$ cat config.mk
export PLATFORM = sky130hd
export DESIGN_NAME = ptpm_maxscan
export DESIGN_NICKNAME = d
export VERILOG_FILES = /design/src/sv/ptpm_pkg.sv /design/src/sv/ptpm_maxscan.sv
export SDC_FILE = /design/constraint.sdc
export NUM_CORES = 1
export LEC_CHECK = 0
export BUFFER_PORTS_ARGS = -buffer_cell sky130_fd_sc_hd__buf_2
export CORE_ASPECT_RATIO = 1.2
export CORE_MARGIN = 2
export CORE_UTILIZATION = 30
export DETAILED_ROUTE_END_ITERATION = 10
export GPL_ROUTABILITY_DRIVEN = 0
export HOLD_SLACK_MARGIN = 0.05
export MAX_ROUTING_LAYER = met4
export PLACE_DENSITY = 0.58
export SYNTH_ARGS = -nofsm -noshare
export SYNTH_HDL_FRONTEND = slang
export SYNTH_SLANG_ARGS = --single-unit
$ cat constraint.sdc
create_clock -name aclk -period 6.6 [get_ports aclk]
set_input_delay 1.98 -clock aclk [delete_from_list [all_inputs] [get_ports aclk]]
set_output_delay 1.98 -clock aclk [all_outputs]
set_load 0.03 [all_outputs]
$ cat src/sv/ptpm_pkg.sv
`timescale 1ns / 1ps
// Shared constants for the priority table: item kinds, status codes, field widths.
package ptpm_pkg;

    // Default sizing of the table
    localparam int DEF_TABLE_DEPTH    = 256;
    localparam int DEF_PAYLOAD_WIDTH  = 32;
    localparam int DEF_PRIORITY_WIDTH = 16;

    // Field widths on the ports
    localparam int KIND_W       = 3;
    localparam int STATUS_W     = 2;
    localparam int ID_FIELD_W   = 8;
    localparam int PAY_FIELD_W  = 32;
    localparam int PRIO_FIELD_W = 16;
    localparam int S_TDATA_W    = 40;
    localparam int M_TDATA_W    = 64;

    // Item kinds
    localparam logic [KIND_W-1:0] KIND_ADD     = 3'd0;
    localparam logic [KIND_W-1:0] KIND_PROMOTE = 3'd1;
    localparam logic [KIND_W-1:0] KIND_POP     = 3'd2;
    localparam logic [KIND_W-1:0] KIND_PEEK    = 3'd3;
    localparam logic [KIND_W-1:0] KIND_READ    = 3'd4;

    // Result status codes
    localparam logic [STATUS_W-1:0] STAT_OK    = 2'd0;
    localparam logic [STATUS_W-1:0] STAT_FULL  = 2'd1;
    localparam logic [STATUS_W-1:0] STAT_EMPTY = 2'd2;
    localparam logic [STATUS_W-1:0] STAT_BADID = 2'd3;

endpackage

$ cat src/sv/ptpm_maxscan.sv
`timescale 1ns / 1ps
// Running maximum over entries streamed out of the memory; later index wins ties.
module ptpm_maxscan #(
    parameter int ID_W   = 8,
    parameter int PRIO_W = ptpm_pkg::DEF_PRIORITY_WIDTH,
    parameter int PAY_W  = ptpm_pkg::DEF_PAYLOAD_WIDTH
) (
    input  logic              aclk,
    input  logic              aresetn,
    input  logic              clear,
    input  logic              in_vld,
    input  logic [ID_W-1:0]   in_idx,
    input  logic              in_entry_valid,
    input  logic [PRIO_W-1:0] in_prio,
    input  logic [PAY_W-1:0]  in_payload,
    output logic              found,
    output logic [ID_W-1:0]   best_idx,
    output logic [PRIO_W-1:0] best_prio,
    output logic [PAY_W-1:0]  best_payload
);

    logic              found_reg;
    logic [ID_W-1:0]   best_idx_reg;
    logic [PRIO_W-1:0] best_prio_reg;
    logic [PAY_W-1:0]  best_payload_reg;
    logic              take;

    // >= so that a later (larger) id replaces an equal priority
    assign take = in_vld && in_entry_valid && (!found_reg || (in_prio >= best_prio_reg));

    always_ff @(posedge aclk) begin
        if (!aresetn) begin
            found_reg <= 1'b0;
        end else if (clear) begin
            found_reg <= 1'b0;
        end else if (take) begin
            found_reg <= 1'b1;
        end
    end

    always_ff @(posedge aclk) begin
        if (take) begin
            best_idx_reg     <= in_idx;
            best_prio_reg    <= in_prio;
            best_payload_reg <= in_payload;
        end
    end

    assign found        = found_reg;
    assign best_idx     = best_idx_reg;
    assign best_prio    = best_prio_reg;
    assign best_payload = best_payload_reg;

endmodule

==> flow_metrics.py, run 1 <==
metrics = {
    "cts": {
        "post-cts-setup-buffers": 0,
        "htreeDepth": 3,
        "clk_pin_slew_ns": 0.07,
        "cts-resized-gates": 0,
        "cts_buffers": 9,
        "cts_tree": "yes",
        "cts_hold_buf": 0,
        "root_buffer": "clkbuf_8",
        "cts_buffer_depth": 2,
        "clk_latency_ns": 0.33,
        "clock-sinks": 57,
    },
    "timing": {
        "slew_viol_final": 0,
        "max-slew-margin-rel_pct": 49.6,
        "fin_ws_ns": 2.47,
        "tns_ns": 0,
        "rsz0062_at_grt": "false",
        "fin_crit_sh_pct": 62.5,
        "fin_skew_ns": 0.00721,
        "tightest_slew_ns": 0.754,
        "finalCriticalPeriod_ns": 4.13,
        "setup_viol": 0,
        "hold_viol": 0,
        "max_freq_ghz": 0.242,
    },
    "global_routing": {
        "grt_max_degree": 48,
        "grt_pass1_wl_microns": 6350,
        "grt_pass1_vias": 1250,
        "grt-ovfl-total": 0,
        "grtUsageTotal_pct": 12.0,
        "antenna_found_initial": 0,
    },
    "cells_and_area": {
        "syn2layout_area_growth_pct": 43.3,
        "final_area_sq_um": 3060,
        "largest_reg_flops": 32,
        "fillers": 663,
        "final_layout_size_suffix_gt1_share_pct": 53.8,
        "antenna_cells": 0,
        "nets": 323,
    },
    "synth": {
        "yosysTopAreaCellShare_pct": 78.8,
        "ys_ff_latch": 57,
        "synthFlopType": "edfxtp_1",
        "synth.avg_cell_area_sq_um": 18.2,
        "yosysSeqAreaShare_pct": 79.7,
        "synth.distinct_cells": 17,
        "yosysWarnings": 0,
        "syn-cell-area_sq_um": 2130,
        "postSynthCellCount": 117,
        "synth-edff-count": 56,
        "async_flop_share_pct": 0,
        "synth_top_area_cell": "edfxtp_1",
        "synthTopCellsByArea": "edfxtp_1 (79%), ha_1 (9.4%), inv_1 (3.0%)",
        "synth_nets": 194,
    },
    "placed_design": {
        "place_area_sq_um": 2850,
        "io_buffers": 117,
        "dpl.hpwl_microns": 3510,
        "pre_cts_ws_ns": 2.09,
    },
    "worst_setup_path": {
        "reg2reg_depth": 6,
        "crit_path_max_fanout": 47,
        "cp_data_arrival_time_ns": 4.09,
        "crit_path_start_kind": "input pin",
        "required_ns": 6.56,
        "critPathKind": "in -> reg",
        "endpoint_kind": "flip-flop",
    },
    "min_path": {
        "worstHoldPathType": "reg -> reg",
        "hold_depth": 2,
    },
    "pwr": {
        "peakVddDrop_mv": 0.121,
        "power.density_nw_per_um2": 292,
        "leakage_nw": 1.39,
    },
    "route": {
        "routed_wl_microns": 4500,
        "drtPass1Iterations": 3,
        "wire_per_inst_microns": 13.3,
        "drt_iter0_markers": 33,
        "vias": 1425,
        "routed_via_density": 4.22,
        "ant_nets": 0,
        "drc": 0,
    },
    "floorplan": {
        "core.rowCount": 33,
        "die_area_sq_um": 7810,
        "start_util_pct": 31.1,
        "io-pin-count": 118,
        "core_sq_um": 6850,
        "fp.dieW_microns": 81,
        "die_h_microns": 96.4,
    },
    "status": {
        "outcome": "finished, final reports clean",
    },
    "job": {
        "max_cap_viol_count": 0,
    },
}
[Yosys cell counts (2+ instances only)]
library cell,instances
a21oi_1,8
edfxtp_1,56
ha_1,16
inv_1,17
nand2_1,3
nand3_1,2
nand4_1,3
nor2_1,2
o21a_1,2
[worst paths after layout]
kind,from,endpoint,slack (ns)
max,in_prio[0],best_payload[8],2.47
max reg2reg,best_prio[0],best_payload[8],3.83
min reg2reg,found,found,0.54
min,found,found,0.54
[logic make-up (layout without fill, tap and decap cells)]
kind of cell,count (synthesis),after routing,synth area share (%)
buffers and inverters,17,151,2.99
AO/OA/AOI/OAI,15,15,5.04
AND/OR/NAND/NOR,12,12,2.87
flip-flops,57,57,79.7
adder cells (fa/ha/maj),16,16,9.38
[stage by stage]
stage	cells	total power, mW	utilization [%]	hold WS [ns]
4_1_cts	338	0.909	44.6	0.545
3_5_place_dp	322	0.561	41.5	0.535
5_1_grt	338	0.940	44.6	0.586
3_3_place_gp	322	0.559	41.5	0.524
6_report	338	0.893	44.6	0.535
2_1_floorplan	117	0.513	-	0.642
[report_power, final]
| part | switching [mW] | internal [mW] |
|---|---|---|
| clock network | 0.132 | 0.210 |
| registers | 0.00674 | 0.426 |
| logic | 0.0798 | 0.0386 |
| total | 0.219 | 0.675 |
[worst max-delay path: stages]
cell and delay [ns]:
buf_2 0.09, inv_1 0.04, ha_1 0.26, nand2b_1 0.11, a2111oi_2 0.06, o31a_1 0.30
o41ai_4 0.62, buf_4 0.60
[metal layers]
layer  up-vias  GRT usage (%)  wire, microns
met3         8           5.95            511
met2        85           16.7           1980
met4         0           5.51             77
li1        698              -              -
met1       634           14.6           1930
met5         -              -              0
[area by class of cell]
type	instances	area [sq um]	share of cell area, %
sequential	57	1700	55.6
multi-input combinational	43	380	12.4
clock buffer	10	128	4.17
inverter	17	63.8	2.09
tap	87	109	3.56
timing repair buffer	118	593	19.4
clock inverter	6	82.6	2.70
[layout by cell type (no fill, tap or decap)]
cell,count
inv_1,17
a2111oi_2,1
clkinv_2,3
clkbuf_1,1
o41ai_4,1
o31a_1,1
clkbuf_8,9
buf_4,1
a21oi_1,8
nand2_1,3
dfxtp_1,1
clkinvlp_4,1
o21a_1,2
nor2_1,2
o21ai_0,1
buf_2,117
bufinv_16,2
ha_1,16
nand4_1,3
nor3b_1,1
nand2b_1,1
nand3_1,2
edfxtp_1,56
a211oi_1,1
(Power assumes the default switching activity.)
==> run 2: changes to the inputs <==
ABC_AREA = 1   (was not set)
PLACE_DENSITY = 0.56   (was 0.58)
clock period = 3.99 ns   (was 6.6 ns; I/O delays follow)
==> flow_metrics.py, run 2 <==
metrics = {
    "synth": {
        "synth_top_area_cell": "edfxtp_1",
        "synth_nets": 210,
        "syn-cell-area_sq_um": 2160,
        "async_flop_share_pct": 0,
        "yosysWarnings": 0,
        "synth-edff-count": 56,
        "yosysTopAreaCellShare_pct": 77.7,
        "yosysMostFrequentCell": "edfxtp_1",
        "synthTopCellsByArea": "edfxtp_1 (78%), ha_1 (9.3%), inv_1 (3.6%)",
        "ys_ff_latch": 57,
        "synth_top_cells_by_count": "edfxtp_1 (56), inv_1 (21), nand2_1 (17)",
        "synth.avg_cell_area_sq_um": 16.3,
        "synthFlopType": "edfxtp_1",
        "synth.distinct_cells": 14,
        "postSynthCellCount": 133,
        "yosysSeqAreaShare_pct": 78.7,
    },
    "placed_design": {
        "io_buffers": 117,
        "dpl.hpwl_microns": 3630,
        "dp_cells": 338,
    },
    "cells_and_area": {
        "final_layout_size_suffix_gt1_share_pct": 51.3,
        "stdcell_count": 354,
        "final_common_cell": "buf_2",
        "antenna_cells": 0,
        "syn2layout_area_growth_pct": 41.1,
        "largest_reg_flops": 32,
        "nets": 339,
        "final_cell_mix": "buf_2 (117), edfxtp_1 (56), inv_1 (21)",
    },
    "min_path": {
        "hold_depth": 2,
        "worstHoldPathType": "reg -> reg",
    },
    "pwr": {
        "p_comb_share_pct": 12.0,
        "power.density_nw_per_um2": 422,
        "switching_power_mw": 0.325,
        "peakVddDrop_mv": 0.158,
        "power_mw": 1.29,
        "leakage_nw": 1.39,
        "p_int_mw": 0.964,
        "p_clk_share_pct": 34.0,
        "swShare_pct": 25.2,
        "sequentialPowerShare_pct": 54.1,
    },
    "cts": {
        "htreeDepth": 3,
        "cts-resized-gates": 0,
        "clk_pin_slew_ns": 0.07,
        "post-cts-setup-buffers": 0,
        "clock-sinks": 57,
        "cts_buffers": 9,
        "root_buffer": "clkbuf_8",
        "cts_hold_buf": 0,
        "clk_latency_ns": 0.33,
        "cts_tree": "yes",
        "cts_buffer_depth": 2,
    },
    "worst_setup_path": {
        "rr_endpoint": "best_payload[15]",
        "required_ns": 3.99,
        "crit_path_start_kind": "input pin",
        "critPathKind": "in -> reg",
        "critPathMaxStageDelay_ns": 0.28,
        "reg2reg_slack_ns": 1.94,
        "cp_common_cell": "nand2_1",
        "cp_data_arrival_time_ns": 2.62,
        "r2r_start": "best_prio[3]",
        "crit_chain": "buf_2 -> ha_1 -> nand2_1 -> nor2_1 -> nor2_1 -> nand2_1 -> nand2_1 -> nand2_1 -> nand2_1 -> a21oi_4 -> buf_12",
        "cpMaxStageDelayCell": "ha_1",
        "reg2reg_depth": 11,
        "crit_start": "in_prio[3]",
        "endpoint": "best_payload[15]",
        "crit_path_max_fanout": 52,
        "endpoint_kind": "flip-flop",
    },
    "timing": {
        "finalCriticalPeriod_ns": 2.63,
        "tightest_slew_ns": 0.282,
        "setup_viol": 0,
        "max_freq_ghz": 0.380,
        "hold_viol": 0,
        "rsz0062_at_grt": "false",
        "holdWs_ns": 0.558,
        "max-slew-margin-rel_pct": 81.2,
        "fin_crit_sh_pct": 65.9,
        "tns_ns": 0,
        "slew_viol_final": 0,
        "fin_skew_ns": 0.0116,
    },
    "floorplan": {
        "core.rowCount": 33,
        "io-pin-count": 118,
        "die_area_sq_um": 7910,
        "start_util_pct": 31.4,
        "die_h_microns": 97.0,
        "core_sq_um": 6900,
        "fp.dieW_microns": 81.5,
    },
    "global_routing": {
        "grt_max_degree": 53,
        "grt-ovfl-total": 0,
        "antenna_found_initial": 0,
        "grtUsageTotal_pct": 12.1,
        "grt_pass1_vias": 1414,
        "grt_pass1_wl_microns": 6710,
    },
    "route": {
        "routed_via_density": 4.12,
        "vias": 1459,
        "routed_wl_microns": 4600,
        "ant_nets": 0,
        "drt_iter0_markers": 50,
        "drc": 0,
        "wire_per_inst_microns": 13.0,
        "drtPass1Iterations": 3,
    },
    "status": {
        "outcome": "finished, final reports clean",
    },
    "job": {
        "max_cap_viol_count": 0,
    },
}
-- run 2: area by class of cell --
type,count,area (sq um)
inverter,22,82.6
clock buffer,10,128
tap,87,109
timing repair buffer,118,606
sequential,57,1700
multi-input combinational,54,390
fill,630,3840
clock inverter,6,35.0
-- run 2: worst min path at each step --
stage               startpoint    end  slack (ns)
floorplan                found  found        0.64
global placement         found  found        0.54
detailed placement       found  found        0.57
CTS                      found  found        0.58
global route             found  found        0.64
finish                   found  found        0.56
-- run 2: worst max-delay path, delay by kind of cell --
family	cells	cell delay [ns]
AOI/OAI and AO/OA	1	0.24
adders and majority gates	1	0.28
buffers and inverters	2	0.39
and+or+nand+nor	7	0.45
-- run 2: cell families (layout without fill, tap and decap cells) --
kind of cell	Yosys count	after routing	synth area share (%)
AO/OA/AOI/OAI	11	11	3.01
AND/OR/NAND/NOR	27	27	5.26
buffers and inverters	22	156	3.82
flip-flops	57	57	78.7
adder cells (fa/ha/maj)	16	16	9.25
-- run 2: through the flow --
step / cell area (sq um) / utilization [%] / setup slack [ns]
5_1_grt: 3050 / 44.3 / 1.24
2_1_floorplan: 2170 / - / 0.0690
3_5_place_dp: 2890 / 41.9 / 1.00
6_report: 3050 / 44.3 / 1.36
4_1_cts: 3050 / 44.3 / 1.34
3_3_place_gp: 2890 / 41.9 / 1.01
-- run 2: layer usage --
metal | share of wire, % | GRT usage [%] | up-vias | wire, microns
li1 | - | - | 726 | -
met1 | 43 | 13.8 | 645 | 1980
met2 | 45 | 18.6 | 81 | 2090
met3 | 9.8 | 3.82 | 7 | 451
met4 | 1.8 | 6.65 | 0 | 84
met5 | 0 | - | - | 0
-- run 2: power by group through the flow --
| stage | Combinational [mW] | Sequential [mW] | Clock, mW |
|---|---|---|---|
| global placement | 0.156 | 0.709 | 0 |
| global route | 0.170 | 0.698 | 0.494 |
| detailed placement | 0.157 | 0.710 | 0 |
| floorplan | 0.0384 | 0.761 | 0 |
| finish | 0.154 | 0.697 | 0.438 |
| CTS | 0.158 | 0.697 | 0.458 |
==> run 3: changes to the inputs <==
clock period = 2.51 ns   (was 3.99 ns; I/O delays follow)
==> flow_metrics.py, run 3 (synthesis results as in run 2) <==
metrics = {
    "status": {
        "outcome": "finished, final reports clean",
    },
    "floorplan": {
        "die_area_sq_um": 7910,
        "io-pin-count": 118,
        "die_h_microns": 97.0,
        "start_util_pct": 31.4,
        "fp.dieW_microns": 81.5,
        "core_sq_um": 6900,
        "core.rowCount": 33,
    },
    "worst_setup_path": {
        "reg2reg_slack_ns": 0.61,
        "crit_start": "in_prio[0]",
        "cp_data_arrival_time_ns": 2.04,
        "required_ns": 2.52,
        "crit_chain": "buf_2 -> inv_8 -> ha_4 -> nand2_1 -> nor2_1 -> nor2_1 -> nand2_1 -> nand2_1 -> nand2_2 -> nand2_2 -> a21oi_4 -> buf_12",
        "r2r_start": "best_prio[0]",
        "reg2reg_depth": 10,
        "cp_common_cell": "nand2_1",
        "crit_cells": 12,
        "crit_family": "simple AND/OR/NAND/NOR gates",
        "critPathMaxStageDelay_ns": 0.24,
        "cp.buffers_inverters": 3,
        "endpoint_kind": "flip-flop",
        "cpMaxStageDelayCell": "ha_4",
        "critPathKind": "in -> reg",
        "endpoint": "best_payload[8]",
        "crit_path_max_fanout": 32,
        "crit_path_start_kind": "input pin",
        "rr_endpoint": "best_payload[8]",
    },
    "global_routing": {
        "grt_pass1_vias": 1443,
        "grt-ovfl-total": 0,
        "antenna_found_initial": 0,
        "grt_pass1_wl_microns": 6660,
        "grt_max_degree": 33,
        "grtUsageTotal_pct": 11.7,
    },
    "cts": {
        "cts_tree": "yes",
        "clk_pin_slew_ns": 0.06,
        "clk_latency_ns": 0.32,
        "cts_hold_buf": 0,
        "clock-sinks": 57,
        "cts_buffers": 9,
        "root_buffer": "clkbuf_8",
        "cts-resized-gates": 0,
        "cts_buffer_depth": 2,
        "post-cts-setup-buffers": 0,
        "htreeDepth": 3,
    },
    "timing": {
        "rsz0062_at_grt": "false",
        "finalCriticalPeriod_ns": 2.03,
        "tns_ns": 0,
        "setup_viol": 0,
        "max_freq_ghz": 0.493,
        "fin_skew_ns": 0.0116,
        "max-slew-margin-rel_pct": 83.5,
        "tightest_slew_ns": 0.248,
        "hold_viol": 0,
        "slew_viol_final": 0,
        "fin_crit_sh_pct": 80.8,
    },
    "cells_and_area": {
        "final_layout_size_suffix_gt1_share_pct": 54.9,
        "final_common_cell": "buf_2",
        "nets": 340,
        "antenna_cells": 0,
        "final_area_sq_um": 3160,
        "final_cell_mix": "buf_2 (117), edfxtp_1 (56), inv_1 (20)",
        "largest_reg_flops": 32,
        "syn2layout_area_growth_pct": 46.1,
    },
    "min_path": {
        "hold_depth": 2,
        "worstHoldPathType": "reg -> reg",
    },
    "pwr": {
        "power_mw": 2.07,
        "power.density_nw_per_um2": 656,
        "peakVddDrop_mv": 0.342,
        "leakage_nw": 1.41,
    },
    "route": {
        "drtPass1Iterations": 3,
        "ant_nets": 0,
        "routed_wl_microns": 4590,
        "wire_per_inst_microns": 12.9,
        "drt_iter0_markers": 55,
        "drc": 0,
        "routed_via_density": 4.16,
        "vias": 1476,
    },
    "placed_design": {
        "dpl.hpwl_microns": 3700,
        "io_buffers": 117,
        "place_area_sq_um": 2990,
    },
    "job": {
        "max_cap_viol_count": 0,
    },
}
[run 3: worst min-delay path by stage]
stage,start,to,slack (ns)
4_1_cts,found,found,0.54
5_1_grt,in_payload[23],best_payload[23],0.57
2_1_floorplan,found,found,0.64
3_5_place_dp,found,found,0.53
3_3_place_gp,found,found,0.52
6_report,found,found,0.54
[run 3: area by class of cell]
cell class,count,area (sq um)
clock buffer,9,124
clock inverter,7,47.5
fill,635,3730
inverter,22,90.1
multi-input combinational,54,463
sequential,57,1700
tap,87,109
timing repair buffer,119,626
[run 3: worst reg2reg max path, stage by stage (launching register included)]
cell and delay [ns]:
edfxtp_1 0.44, ha_4 0.28, nand2_1 0.04, nor2_1 0.09
nor2_1 0.05, nand2_1 0.06, nand2_1 0.06, nand2_2 0.07
nand2_2 0.06, a21oi_4 0.21, buf_12 0.22
[run 3: per-layer routing]
layer / up-vias / part of all wire [%] / wire, microns / GRT usage (%)
met5: - / 0 / 0 / -
met4: 0 / 1.7 / 80 / 5.08
met3: 5 / 11 / 482 / 4.01
met2: 85 / 48 / 2200 / 19.3
met1: 656 / 40 / 1820 / 12.6
li1: 730 / - / - / -
[run 3: report_power, final]
group	switching, mW	total (mW)	internal [mW]
logic	0.167	0.262	0.0957
registers	0.0126	1.11	1.09
clock network	0.348	0.703	0.355
[run 3: through the flow]
step | setup slack [ns] | hold slack (ns) | util, % | instances
floorplan | -0.270 | 0.642 | - | 133
global placement | 0.140 | 0.522 | 43.3 | 339
detailed placement | 0.131 | 0.532 | 43.3 | 339
CTS | 0.476 | 0.543 | 45.8 | 355
global route | 0.391 | 0.571 | 45.8 | 355
finish | 0.483 | 0.537 | 45.8 | 355
